File: config.mk
export PLATFORM = sky130hd
export DESIGN_NAME = round_robin_task_scheduler
export DESIGN_NICKNAME = d
export VERILOG_FILES = /design/src/rrts_pkg.sv /design/src/rrts_ram.sv /design/src/rrts_slot_table.sv /design/src/round_robin_task_scheduler.sv
export SDC_FILE = /design/constraint.sdc
export NUM_CORES = 1
export LEC_CHECK = 0
export BUFFER_PORTS_ARGS = -buffer_cell sky130_fd_sc_hd__buf_2
export CELL_PAD_IN_SITES_DETAIL_PLACEMENT = 0
export CELL_PAD_IN_SITES_GLOBAL_PLACEMENT = 1
export CORE_ASPECT_RATIO = 1.4
export CORE_MARGIN = 2
export CORE_UTILIZATION = 50
export CTS_CLUSTER_DIAMETER = 40
export DETAILED_ROUTE_END_ITERATION = 12
export GPL_ROUTABILITY_DRIVEN = 1
export PLACE_DENSITY_LB_ADDON = 0.1
export SYNTH_ARGS = -nofsm -noshare
export SYNTH_HDL_FRONTEND = slang
export SYNTH_SLANG_ARGS = --single-unit
File: constraint.sdc
create_clock -name clk -period 6.3 [get_ports clk]
set_clock_uncertainty 0.05 [all_clocks]
set_input_delay 1.26 -clock clk [delete_from_list [all_inputs] [get_ports clk]]
set_output_delay 1.26 -clock clk [all_outputs]
set_load 0.05 [all_outputs]
File: src/rrts_pkg.sv
`timescale 1ns / 1ps
`default_nettype none

package rrts_pkg;

  // Sizes of the task table and of each task's stack frame.
  localparam int MAX_TASKS_DEFAULT  = 4;
  localparam int STACK_BYTES        = 256;
  localparam int CONTEXT_BYTES      = 35;
  localparam int RETURN_FRAME_BYTES = 4;
  localparam int ADDR_W             = 16;

  typedef logic [ADDR_W-1:0] addr_t;
  typedef logic [1:0]        task_id_t;
  typedef logic [1:0]        cmd_t;
  typedef logic [2:0]        status_t;
  typedef logic [1:0]        slot_state_t;

  // Command codes.
  localparam cmd_t CMD_CREATE    = 2'd0;
  localparam cmd_t CMD_YIELD     = 2'd1;
  localparam cmd_t CMD_TERMINATE = 2'd2;
  localparam cmd_t CMD_START     = 2'd3;

  // Status codes.
  localparam status_t STAT_OK       = 3'd0;
  localparam status_t STAT_FULL     = 3'd1;
  localparam status_t STAT_NO_READY = 3'd2;
  localparam status_t STAT_IGNORED  = 3'd3;
  localparam status_t STAT_CREATED  = 3'd4;

  // Slot states.
  localparam slot_state_t SLOT_DEAD    = 2'd0;
  localparam slot_state_t SLOT_READY   = 2'd1;
  localparam slot_state_t SLOT_RUNNING = 2'd2;

  // Command transaction.
  typedef struct packed {
    cmd_t  command;
    addr_t entry_address;
    addr_t saved_stack_pointer;
  } request_t;

  // Result transaction.
  typedef struct packed {
    task_id_t running_task;
    addr_t    resume_stack_pointer;
    task_id_t created_slot;
    status_t  status;
  } result_t;

  // Update of one slot state entry.
  typedef struct packed {
    logic        en;
    slot_state_t state;
  } slot_wr_t;

endpackage

`default_nettype wire

File: src/rrts_ram.sv
`timescale 1ns / 1ps
`default_nettype none

module rrts_ram #(
  parameter int WIDTH = 16,
  parameter int DEPTH = 4
) (
  input  wire logic                     clk,
  input  wire logic                     we,
  input  wire logic [$clog2(DEPTH)-1:0] waddr,
  input  wire logic [WIDTH-1:0]         wdata,
  input  wire logic [$clog2(DEPTH)-1:0] raddr,
  output logic      [WIDTH-1:0]         rdata
);

  logic [WIDTH-1:0] mem [DEPTH];

  // One write port and one registered read port.
  always_ff @(posedge clk) begin
    if (we) begin
      mem[waddr] <= wdata;
    end
    rdata <= mem[raddr];
  end

endmodule

`default_nettype wire

File: src/rrts_slot_table.sv
`timescale 1ns / 1ps
`default_nettype none

module rrts_slot_table #(
  parameter int MAX_TASKS = rrts_pkg::MAX_TASKS_DEFAULT
) (
  input  wire logic                         clk,
  input  wire logic                         rst,
  input  wire logic [$clog2(MAX_TASKS)-1:0] rd_idx,
  output rrts_pkg::slot_state_t             rd_state,
  input  wire logic [$clog2(MAX_TASKS)-1:0] wr_idx,
  input  wire rrts_pkg::slot_wr_t           wr
);

  rrts_pkg::slot_state_t slot_state [MAX_TASKS];

  // Per-slot state flops; every slot is dead after reset.
  always_ff @(posedge clk) begin
    if (rst) begin
      for (int i = 0; i < MAX_TASKS; i++) begin
        slot_state[i] <= rrts_pkg::SLOT_DEAD;
      end
    end else if (wr.en) begin
      slot_state[wr_idx] <= wr.state;
    end
  end

  // The sequencer looks at one slot per cycle.
  assign rd_state = slot_state[rd_idx];

endmodule

`default_nettype wire

File: src/round_robin_task_scheduler.sv
`timescale 1ns / 1ps
`default_nettype none

// Channel    Ports                          Transaction
// command    start, busy, request           taken when start is high and busy is low
// result     done, result                   valid for the one cycle that done is high
// config     cfg_write, cfg_data            stack region base, written when cfg_write is high
//
// A multi-cycle command holds busy high from the cycle after it is accepted until the cycle
// its result is strobed. Create examines the slots in order from slot 0 for a dead entry.
// Yield, terminate and start scan the slots round-robin for a ready entry, then, if one is
// found, read the stack pointer memory. Start while running only reads the memory; other
// ignored commands and a full table answer without raising busy. Reset is synchronous and
// empties the table. The receiver cannot stall; done is a pulse.

module round_robin_task_scheduler #(
  parameter int MAX_TASKS = rrts_pkg::MAX_TASKS_DEFAULT
) (
  input  wire logic               clk,
  input  wire logic               rst,
  input  wire logic               start,
  output logic                    busy,
  input  wire rrts_pkg::request_t request,
  output logic                    done,
  output rrts_pkg::result_t       result,
  input  wire logic               cfg_write,
  input  wire rrts_pkg::addr_t    cfg_data
);

  localparam int IDX_W = $clog2(MAX_TASKS);
  localparam int CNT_W = $clog2(MAX_TASKS + 1);
  localparam logic [IDX_W-1:0] LAST_IDX = IDX_W'(MAX_TASKS - 1);
  localparam logic [CNT_W-1:0] FULL_CNT = CNT_W'(MAX_TASKS);
  localparam rrts_pkg::addr_t STACK_STEP = rrts_pkg::addr_t'(rrts_pkg::STACK_BYTES);
  localparam rrts_pkg::addr_t FRAME_OFFSET = rrts_pkg::addr_t'(
    rrts_pkg::STACK_BYTES - 1 - rrts_pkg::RETURN_FRAME_BYTES - rrts_pkg::CONTEXT_BYTES);

  // Sequencer states.
  localparam logic [2:0] S_IDLE       = 3'd0;
  localparam logic [2:0] S_FIND_DEAD  = 3'd1;
  localparam logic [2:0] S_FIND_READY = 3'd2;
  localparam logic [2:0] S_READ       = 3'd3;
  localparam logic [2:0] S_REPLY      = 3'd4;

  logic [2:0]                 state;
  logic [IDX_W-1:0]           idx;
  logic [IDX_W-1:0]           steps;
  logic [IDX_W-1:0]           cur;
  logic [IDX_W-1:0]           search;
  logic [CNT_W-1:0]           live;
  logic                       running;
  rrts_pkg::addr_t            ptr;
  rrts_pkg::addr_t            base;
  rrts_pkg::addr_t            sp_saved;
  rrts_pkg::status_t          status_r;

  logic                       accept;
  logic [IDX_W-1:0]           idx_inc;
  rrts_pkg::slot_state_t      scan_state;
  logic [IDX_W-1:0]           slot_wr_idx;
  rrts_pkg::slot_wr_t         slot_wr;
  logic                       ram_we;
  logic [IDX_W-1:0]           ram_waddr;
  rrts_pkg::addr_t            ram_wdata;
  rrts_pkg::addr_t            ram_rdata;

  assign busy    = (state != S_IDLE);
  assign accept  = start && !busy;
  assign idx_inc = (idx == LAST_IDX) ? '0 : idx + 1'b1;

  rrts_slot_table #(
    .MAX_TASKS (MAX_TASKS)
  ) u_slots (
    .clk      (clk),
    .rst      (rst),
    .rd_idx   (idx),
    .rd_state (scan_state),
    .wr_idx   (slot_wr_idx),
    .wr       (slot_wr)
  );

  // Saved stack pointers; the read side always follows the running slot.
  rrts_ram #(
    .WIDTH (rrts_pkg::ADDR_W),
    .DEPTH (MAX_TASKS)
  ) u_sp_ram (
    .clk   (clk),
    .we    (ram_we),
    .waddr (ram_waddr),
    .wdata (ram_wdata),
    .raddr (cur),
    .rdata (ram_rdata)
  );

  // Table writes: the caller's pointer and state on acceptance, then scan hits.
  always_comb begin
    ram_we      = 1'b0;
    ram_waddr   = cur;
    ram_wdata   = request.saved_stack_pointer;
    slot_wr_idx = cur;
    slot_wr     = '0;
    unique case (state)
      S_IDLE: begin
        if (accept) begin
          case (request.command) inside
            rrts_pkg::CMD_CREATE: begin
              ram_we = running;
            end
            rrts_pkg::CMD_YIELD, rrts_pkg::CMD_TERMINATE: begin
              if (running) begin
                ram_we        = 1'b1;
                slot_wr.en    = 1'b1;
                slot_wr.state = (request.command == rrts_pkg::CMD_YIELD) ?
                                rrts_pkg::SLOT_READY : rrts_pkg::SLOT_DEAD;
              end
            end
            default: begin
            end
          endcase
        end
      end
      S_FIND_DEAD: begin
        if (scan_state == rrts_pkg::SLOT_DEAD) begin
          ram_we        = 1'b1;
          ram_waddr     = idx;
          ram_wdata     = ptr;
          slot_wr_idx   = idx;
          slot_wr.en    = 1'b1;
          slot_wr.state = rrts_pkg::SLOT_READY;
        end
      end
      S_FIND_READY: begin
        if (scan_state == rrts_pkg::SLOT_READY) begin
          slot_wr_idx   = idx;
          slot_wr.en    = 1'b1;
          slot_wr.state = rrts_pkg::SLOT_RUNNING;
        end
      end
      S_READ, S_REPLY: begin
      end
      default: begin
      end
    endcase
  end

  // Configuration register.
  always_ff @(posedge clk) begin
    if (rst) begin
      base <= rrts_pkg::addr_t'(512);
    end else if (cfg_write) begin
      base <= cfg_data;
    end
  end

  // Sequencer: one slot per cycle through the shared slot-state read and the pointer adder.
  always_ff @(posedge clk) begin
    if (rst) begin
      state   <= S_IDLE;
      idx     <= '0;
      steps   <= '0;
      cur     <= '0;
      search  <= '0;
      live    <= '0;
      running <= 1'b0;
      done    <= 1'b0;
    end else begin
      done <= 1'b0;
      unique case (state)
        S_IDLE: begin
          if (accept) begin
            sp_saved <= request.saved_stack_pointer;
            result.created_slot <= '0;
            case (request.command) inside
              rrts_pkg::CMD_CREATE: begin
                if (live >= FULL_CNT) begin
                  result.running_task         <= running ? rrts_pkg::task_id_t'(cur) : '0;
                  result.resume_stack_pointer <= running ? request.saved_stack_pointer : '0;
                  result.status               <= rrts_pkg::STAT_FULL;
                  done                        <= 1'b1;
                end else begin
                  idx   <= '0;
                  ptr   <= base + FRAME_OFFSET;
                  state <= S_FIND_DEAD;
                end
              end
              rrts_pkg::CMD_YIELD, rrts_pkg::CMD_TERMINATE: begin
                if (!running) begin
                  result.running_task         <= '0;
                  result.resume_stack_pointer <= '0;
                  result.status               <= rrts_pkg::STAT_IGNORED;
                  done                        <= 1'b1;
                end else begin
                  if (request.command == rrts_pkg::CMD_TERMINATE && live != '0) begin
                    live <= live - 1'b1;
                  end
                  idx   <= search;
                  steps <= '0;
                  state <= S_FIND_READY;
                end
              end
              default: begin
                if (running) begin
                  status_r <= rrts_pkg::STAT_IGNORED;
                  state    <= S_READ;
                end else if (live == '0) begin
                  result.running_task         <= '0;
                  result.resume_stack_pointer <= '0;
                  result.status               <= rrts_pkg::STAT_IGNORED;
                  done                        <= 1'b1;
                end else begin
                  idx   <= search;
                  steps <= '0;
                  state <= S_FIND_READY;
                end
              end
            endcase
          end
        end
        S_FIND_DEAD: begin
          if (scan_state == rrts_pkg::SLOT_DEAD) begin
            live                        <= live + 1'b1;
            result.created_slot         <= rrts_pkg::task_id_t'(idx);
            result.running_task         <= running ? rrts_pkg::task_id_t'(cur) : '0;
            result.resume_stack_pointer <= running ? sp_saved : '0;
            result.status               <= rrts_pkg::STAT_CREATED;
            done                        <= 1'b1;
            state                       <= S_IDLE;
          end else if (idx == LAST_IDX) begin
            result.running_task         <= running ? rrts_pkg::task_id_t'(cur) : '0;
            result.resume_stack_pointer <= running ? sp_saved : '0;
            result.status               <= rrts_pkg::STAT_FULL;
            done                        <= 1'b1;
            state                       <= S_IDLE;
          end else begin
            idx <= idx + 1'b1;
            ptr <= ptr + STACK_STEP;
          end
        end
        S_FIND_READY: begin
          if (scan_state == rrts_pkg::SLOT_READY) begin
            cur      <= idx;
            search   <= idx_inc;
            running  <= 1'b1;
            status_r <= rrts_pkg::STAT_OK;
            state    <= S_READ;
          end else if (steps == LAST_IDX) begin
            // Nothing left to run: the scheduler stops.
            running                     <= 1'b0;
            result.running_task         <= '0;
            result.resume_stack_pointer <= '0;
            result.status               <= rrts_pkg::STAT_NO_READY;
            done                        <= 1'b1;
            state                       <= S_IDLE;
          end else begin
            idx   <= idx_inc;
            steps <= steps + 1'b1;
          end
        end
        S_READ: begin
          // The memory read of the running slot's pointer is under way.
          state <= S_REPLY;
        end
        S_REPLY: begin
          result.running_task         <= rrts_pkg::task_id_t'(cur);
          result.resume_stack_pointer <= ram_rdata;
          result.status               <= status_r;
          done                        <= 1'b1;
          state                       <= S_IDLE;
        end
        default: begin
          state <= S_IDLE;
        end
      endcase
    end
  end

endmodule

`default_nettype wire
* Word-level counts from Yosys, hierarchy flattened *
Memories as Yosys holds them, arrays and structs flattened. A register that Yosys moved wholly into a read port is not among the register bits.
Cells that the tools add are included.
W data, S select, Z words.

word-level totals
  word-level logic and storage cells = 216
  output and inout bits = 25
  memories = 2
  register bits after elaboration = 90
  input bits = 54
  RAM bits = 72

memories
  memory              depth  width  rd ports  clocked after Yosys merged registers in  wr ports  RTL line               source
  u_sp_ram.mem        4      16     1         1                                        1         rrts_ram.sv:16         logic [WIDTH-1:0] mem [DEPTH];
  u_slots.slot_state  4      2      1         1                                        4         rrts_slot_table.sv:15  rrts_pkg::slot_state_t slot_state [MAX_TASKS];

cells by class
  add/subtract/negate cells = 6
  bitwise operators = 1
  reductions and logical operators = 27
  $lt $le $gt $ge = 1
  mux-type cells = 127
  equal/unequal tests = 36

operator list
  cell                     number
  $mux W18                 10
  $mux W16                 9
  $mux W3                  38
  $pmux W18 S4             1
  $mux W2                  29
  $pmux W16 S2             1
  $ne A2 B2 Y1 const B     14
  $mux W1                  27
  $pmux W3 S4              2
  $mux W23                 1
  $ne A3 B3 Y1 const B     7
  $reduce_and A7 Y1        3
  $add A16 B8 Y16 const B  1
  $add A16 B9 Y16 const B  1
  $pmux W2 S2              3
  $pmux W3 S2              2
  $reduce_and A10 Y1       1
  $pmux W3 S3              1
  $reduce_and A9 Y1        1
  $reduce_bool A3 Y1       3
  $ne A4 B3 Y1 const B     2
  $ne A4 B4 Y1 const B     2
  $reduce_and A8 Y1        1
  $eq A2 B2 Y1 const B     3
  25 further kinds         35

* Depth between registers and ports, before layout *
  word-level depth = 12
  mapped depth = 8
  gate-level depth less buffers = 7

* Modules after synthesis *
From an unflattened synthesis, not the netlist that was laid out.

second synthesis, totals
  cell total of the unflattened synthesis = 582
  area, all modules = 7470.9 um^2

by module, submodules not included
  module                      area each (um^2)  times used  cells an instance  seq. area each (um^2)
  round_robin_task_scheduler  4381.7            1           450                2322.2
  rrts_ram                    2697.6            1           104                2242.2
  rrts_slot_table             391.6             1           28                 240.2

* Worst setup path after synthesis *
Ideal clock, no wire load.

  kind = input -> register
  start point = input request[32] (netlist bit)
  end point = register result[0] (netlist bit), enable pin
  cell stages on the path = 7
  buffers on the path = 1
  data required time = 5.820 ns
  setup time = 0.430 ns
  slack = 2.104 ns
  arrival = 3.716 ns
  cells stage by stage = inv_1 > ha_1 > clkbuf_1 > nor2_1 > o21ai_0 > nand3_1 > nor3b_1

on the way
  word-level cells in the longest chain between the ends = 4
  elaborated cells between the ends (all ways) = 8
  classes of those cells = eq/ne: 5; reduce/logical: 3

ends and longest elaborated chain
  element                                                        RTL line                           source
  start, declared                                                round_robin_task_scheduler.sv:23   input wire rrts_pkg::request_t request,
  $eq A2 B1 Y1 (no line) / $eq A2 B2 Y1 (equally long branches)  --
  $reduce_or A2 Y1                                               round_robin_task_scheduler.sv:173  case (request.command) inside
  $ne A4 B3 Y1 (no line)                                         --
  $reduce_and A9 Y1 (no line) (*)                                --
  end, declared                                                  round_robin_task_scheduler.sv:25   output rrts_pkg::result_t result,

Mark *: on every way between the ends. The rest lies on a longest branch, timed or not.
A chain may end at the register's enable or synchronous reset.

* Worst setup path after layout *
  start point = input request[32] (netlist bit)
  end point = register ptr[10], enable pin

on the way
  word-level cells in the longest chain between the ends = 3

ends and longest elaborated chain
  element                      RTL line                           source
  $logic_not A2 Y1 (no line)   --
  $ne A2 B2 Y1 (no line)       --
  $reduce_and A7 Y1 (no line)  --
  end signal, assigned         round_robin_task_scheduler.sv:182  ptr <= base + FRAME_OFFSET;
  end signal, assigned         round_robin_task_scheduler.sv:236  ptr <= ptr + STACK_STEP;
  end, declared                round_robin_task_scheduler.sv:52   rrts_pkg::addr_t ptr;

Every way passes these cells.

==> results.json <==
{
  "met2_usage_pct": 37.2,
  "route.vias.total": 4977,
  "cp_cell_sequence": "buf_2, inv_1, ha_1, nand2b_1, or3b_2, a2111oi_2",
  "synth.distinct_cells": 57,
  "drt_iter0_drc": 320,
  "synth_cells": 624,
  "hp-start": "steps[1]",
  "ios": 79,
  "cp-startpoint": "request[32]",
  "grt_remaining_overflow": 0,
  "rsz0062_at_grt": "no",
  "grt_pass1_wl_um": 26400,
  "area_growth_pct": 14.5,
  "drive_gt1_share_pct": 19.7,
  "status": "completed",
  "start_kind": "input pin",
  "gp_congestion": 0.832,
  "die_area_um2": 16300,
  "cts.sinks": 178,
  "fin_tns_setup_ns": 0,
  "cts_hold_buf": 0,
  "synth_area_per_cell_um2": 12.3,
  "wirelength_um": 16600,
  "initial_core_util_pct": 51.0,
  "slew_viol_final": 0,
  "synth-edff-count": 128,
  "setup_slack_ns": 2.63,
  "antenna_left": 0,
  "die_w_um": 109,
  "p_leak_nw": 3.25,
  "cts_tree": "yes",
  "root_buffer": "clkbuf_16",
  "cp_slowest_cell": "a2111oi_2",
  "final_cell_mix": "edfxtp_1 (128), nand2_1 (116), buf_2 (62), dfxtp_1 (49), nor2_1 (48)",
  "use_met3_pct": 4.63,
  "crit_family": "compound AO/OA/AOI/OAI gates",
  "via_per_inst": 5.65,
  "syn-num-nets": 686,
  "synth_area_um2": 7650,
  "place_ws_ns": 2.19,
  "final_cell_count_no_fill": 881,
  "critical_path.endpoint_type": "flip-flop",
  "grt_use_met1_pct": 27.3,
  "first_pass_iters": 5,
  "seq_area_frac_synth_pct": 63.3,
  "period_minus_slack_ns": 3.67,
  "wl_per_cell_um": 18.8,
  "route.detailed.drc": 0,
  "ir_drop_v": 0.000165,
  "setup_viol": 0,
  "cts_buffer_depth": 2,
  "worst-slew-pin-transition_ns": 1.25,
  "cts.htree.levels": 4,
  "path_clk_slew_ns": 0.08,
  "max_slew_margin_pct": 16.6,
  "final_util_pct": 58.5,
  "worstPathRequired_ns": 6.29,
  "diodes": 0,
  "grt-busiest-layer": "met2",
  "dp_cells": 849,
  "max_stage_delay_ns": 1.04,
  "hold_class": "flip-flop to flip-flop",
  "cp_max_fo": 16,
  "num_rows": 53,
  "clock_latency_ns": 0.43,
  "pwr_density_cell_nw_per_um2": 340,
  "final_net_count": 738,
  "antenna_found_initial": 0,
  "cts_setup_buffers": 0,
  "cap_violations": 0,
  "fin_crit_sh_pct": 58.3,
  "ys.flop_type": "edfxtp_1",
  "numCtsBuffers": 17,
  "ys_ff_latch": 178,
  "arrival_ns": 3.66,
  "core_um2": 15000,
  "dp_hpwl_um": 11000,
  "ctsResizeCount": 0,
  "die_height_um": 150,
  "grt_max_degree": 42,
  "track_usage_pct": 21.6,
  "timing_hold_violations_final": 0,
  "numPortBuffers": 62,
  "crit_buf_inv": 2,
  "fmax_ghz": 0.272,
  "final_common_cell": "edfxtp_1",
  "async_reset_ff_share_pct": 0,
  "grt_pass1_vias": 5046,
  "critPathKind": "input pin to flip-flop",
  "synth_warnings": 0
}
==> state kept, by name, summed over array words and instances, names as in the netlist, named ones only <==
signal,cells
base,16
cur,2
done,1
idx,2
live,3
ptr,16
result,23
running,1
search,2
sp_saved,16
state,3
status_r,1
steps,2
u_slots.slot_state,8
u_sp_ram.mem,64
u_sp_ram.rdata,16
==> worst register-to-register path, cell delays in order, from the launching register on <==
cell	delay [ns]
dfxtp_1	0.42
mux4_2	0.58
nor2_2	0.21
nand2_2	0.34
inv_2	0.50
and3_1	0.23
a31oi_1	0.05
nor2_2	0.78
==> path summary, 6_finish.rpt <==
check                                            to  slack (ns)  depth (start not counted)
worst min-delay path                       steps[1]        0.43                          2
worst min register to register             steps[1]        0.43                          2
worst max register to register  u_sp_ram.mem[3][13]        2.76                          7
worst max-delay path                        ptr[10]        2.63                          6
==> where the power goes <==
part	switching (mW)	internal [mW]
Sequential	0.0540	1.36
Clock	0.531	0.548
Combinational	0.348	0.144
==> cell families (layout without fill, tap and decap cells) <==
logic type	count (synthesis)	count (layout)	synth area share [%]
compound gates	86	86	7.35
mux	42	42	8.64
simple gates	239	239	14.4
buf+inv	52	117	2.65
xor+xnor	18	18	2.06
fa+ha+maj	9	9	1.54
flops	178	178	63.3
==> per-layer routing <==
metal  up-vias  part of all wire [%]  routed length [um]
met1      2431                    42                7000
li1       2383                     -                   -
met5         -                     0                   0
met2       140                    52                8570
met4         0                   1.6                 257
met3        23                   4.4                 737
==> Yosys cell counts (all sizes together) (2+ instances only) <==
master,instances,area [um^2]
a21boi,2,15.0
a21oi,26,130
and2,8,50.1
nand3b,3,22.5
xor2,10,87.6
a22o,2,17.5
o21ai,22,110
o22ai,2,18.8
nor2,51,194
edfxtp,128,3840
nand2b,7,43.8
nand3,10,50.1
or2,3,18.8
nor2b,5,31.3
nand2,117,442
xnor2,8,70.1
a31oi,2,12.5
buf,11,48.8
clkbuf,26,97.6
or3,5,31.3
nand4,2,12.5
dfxtp,50,1000
a32oi,17,149
mux2i,21,210
inv,15,56.3
nor3b,7,62.6
mux4,19,428
a21o,2,15.0
a211oi,5,42.5
ha,7,87.6
mux2,2,22.5
and3,4,25.0
nor3,8,40.0
nor4b,2,17.5
==> cell type report <==
class,count,area [um^2]
clock buffer,17,425
clock inverter,15,199
fill,1270,6230
inverter,15,56.3
multi-input combinational,394,2620
sequential,178,4850
tap,192,240
timing repair buffer,70,370
==> stage by stage <==
stage               area (um^2)  power, mW  hold slack (ns)
CTS                        8760       3.01            0.423
global placement           8140       1.92            0.386
floorplan                  7650       1.79            0.377
finish                     8760       2.98            0.425
detailed placement         8140       1.93            0.411
global route               8760       3.10            0.425
No activity file was read; power rests on OpenSTA's default activity.
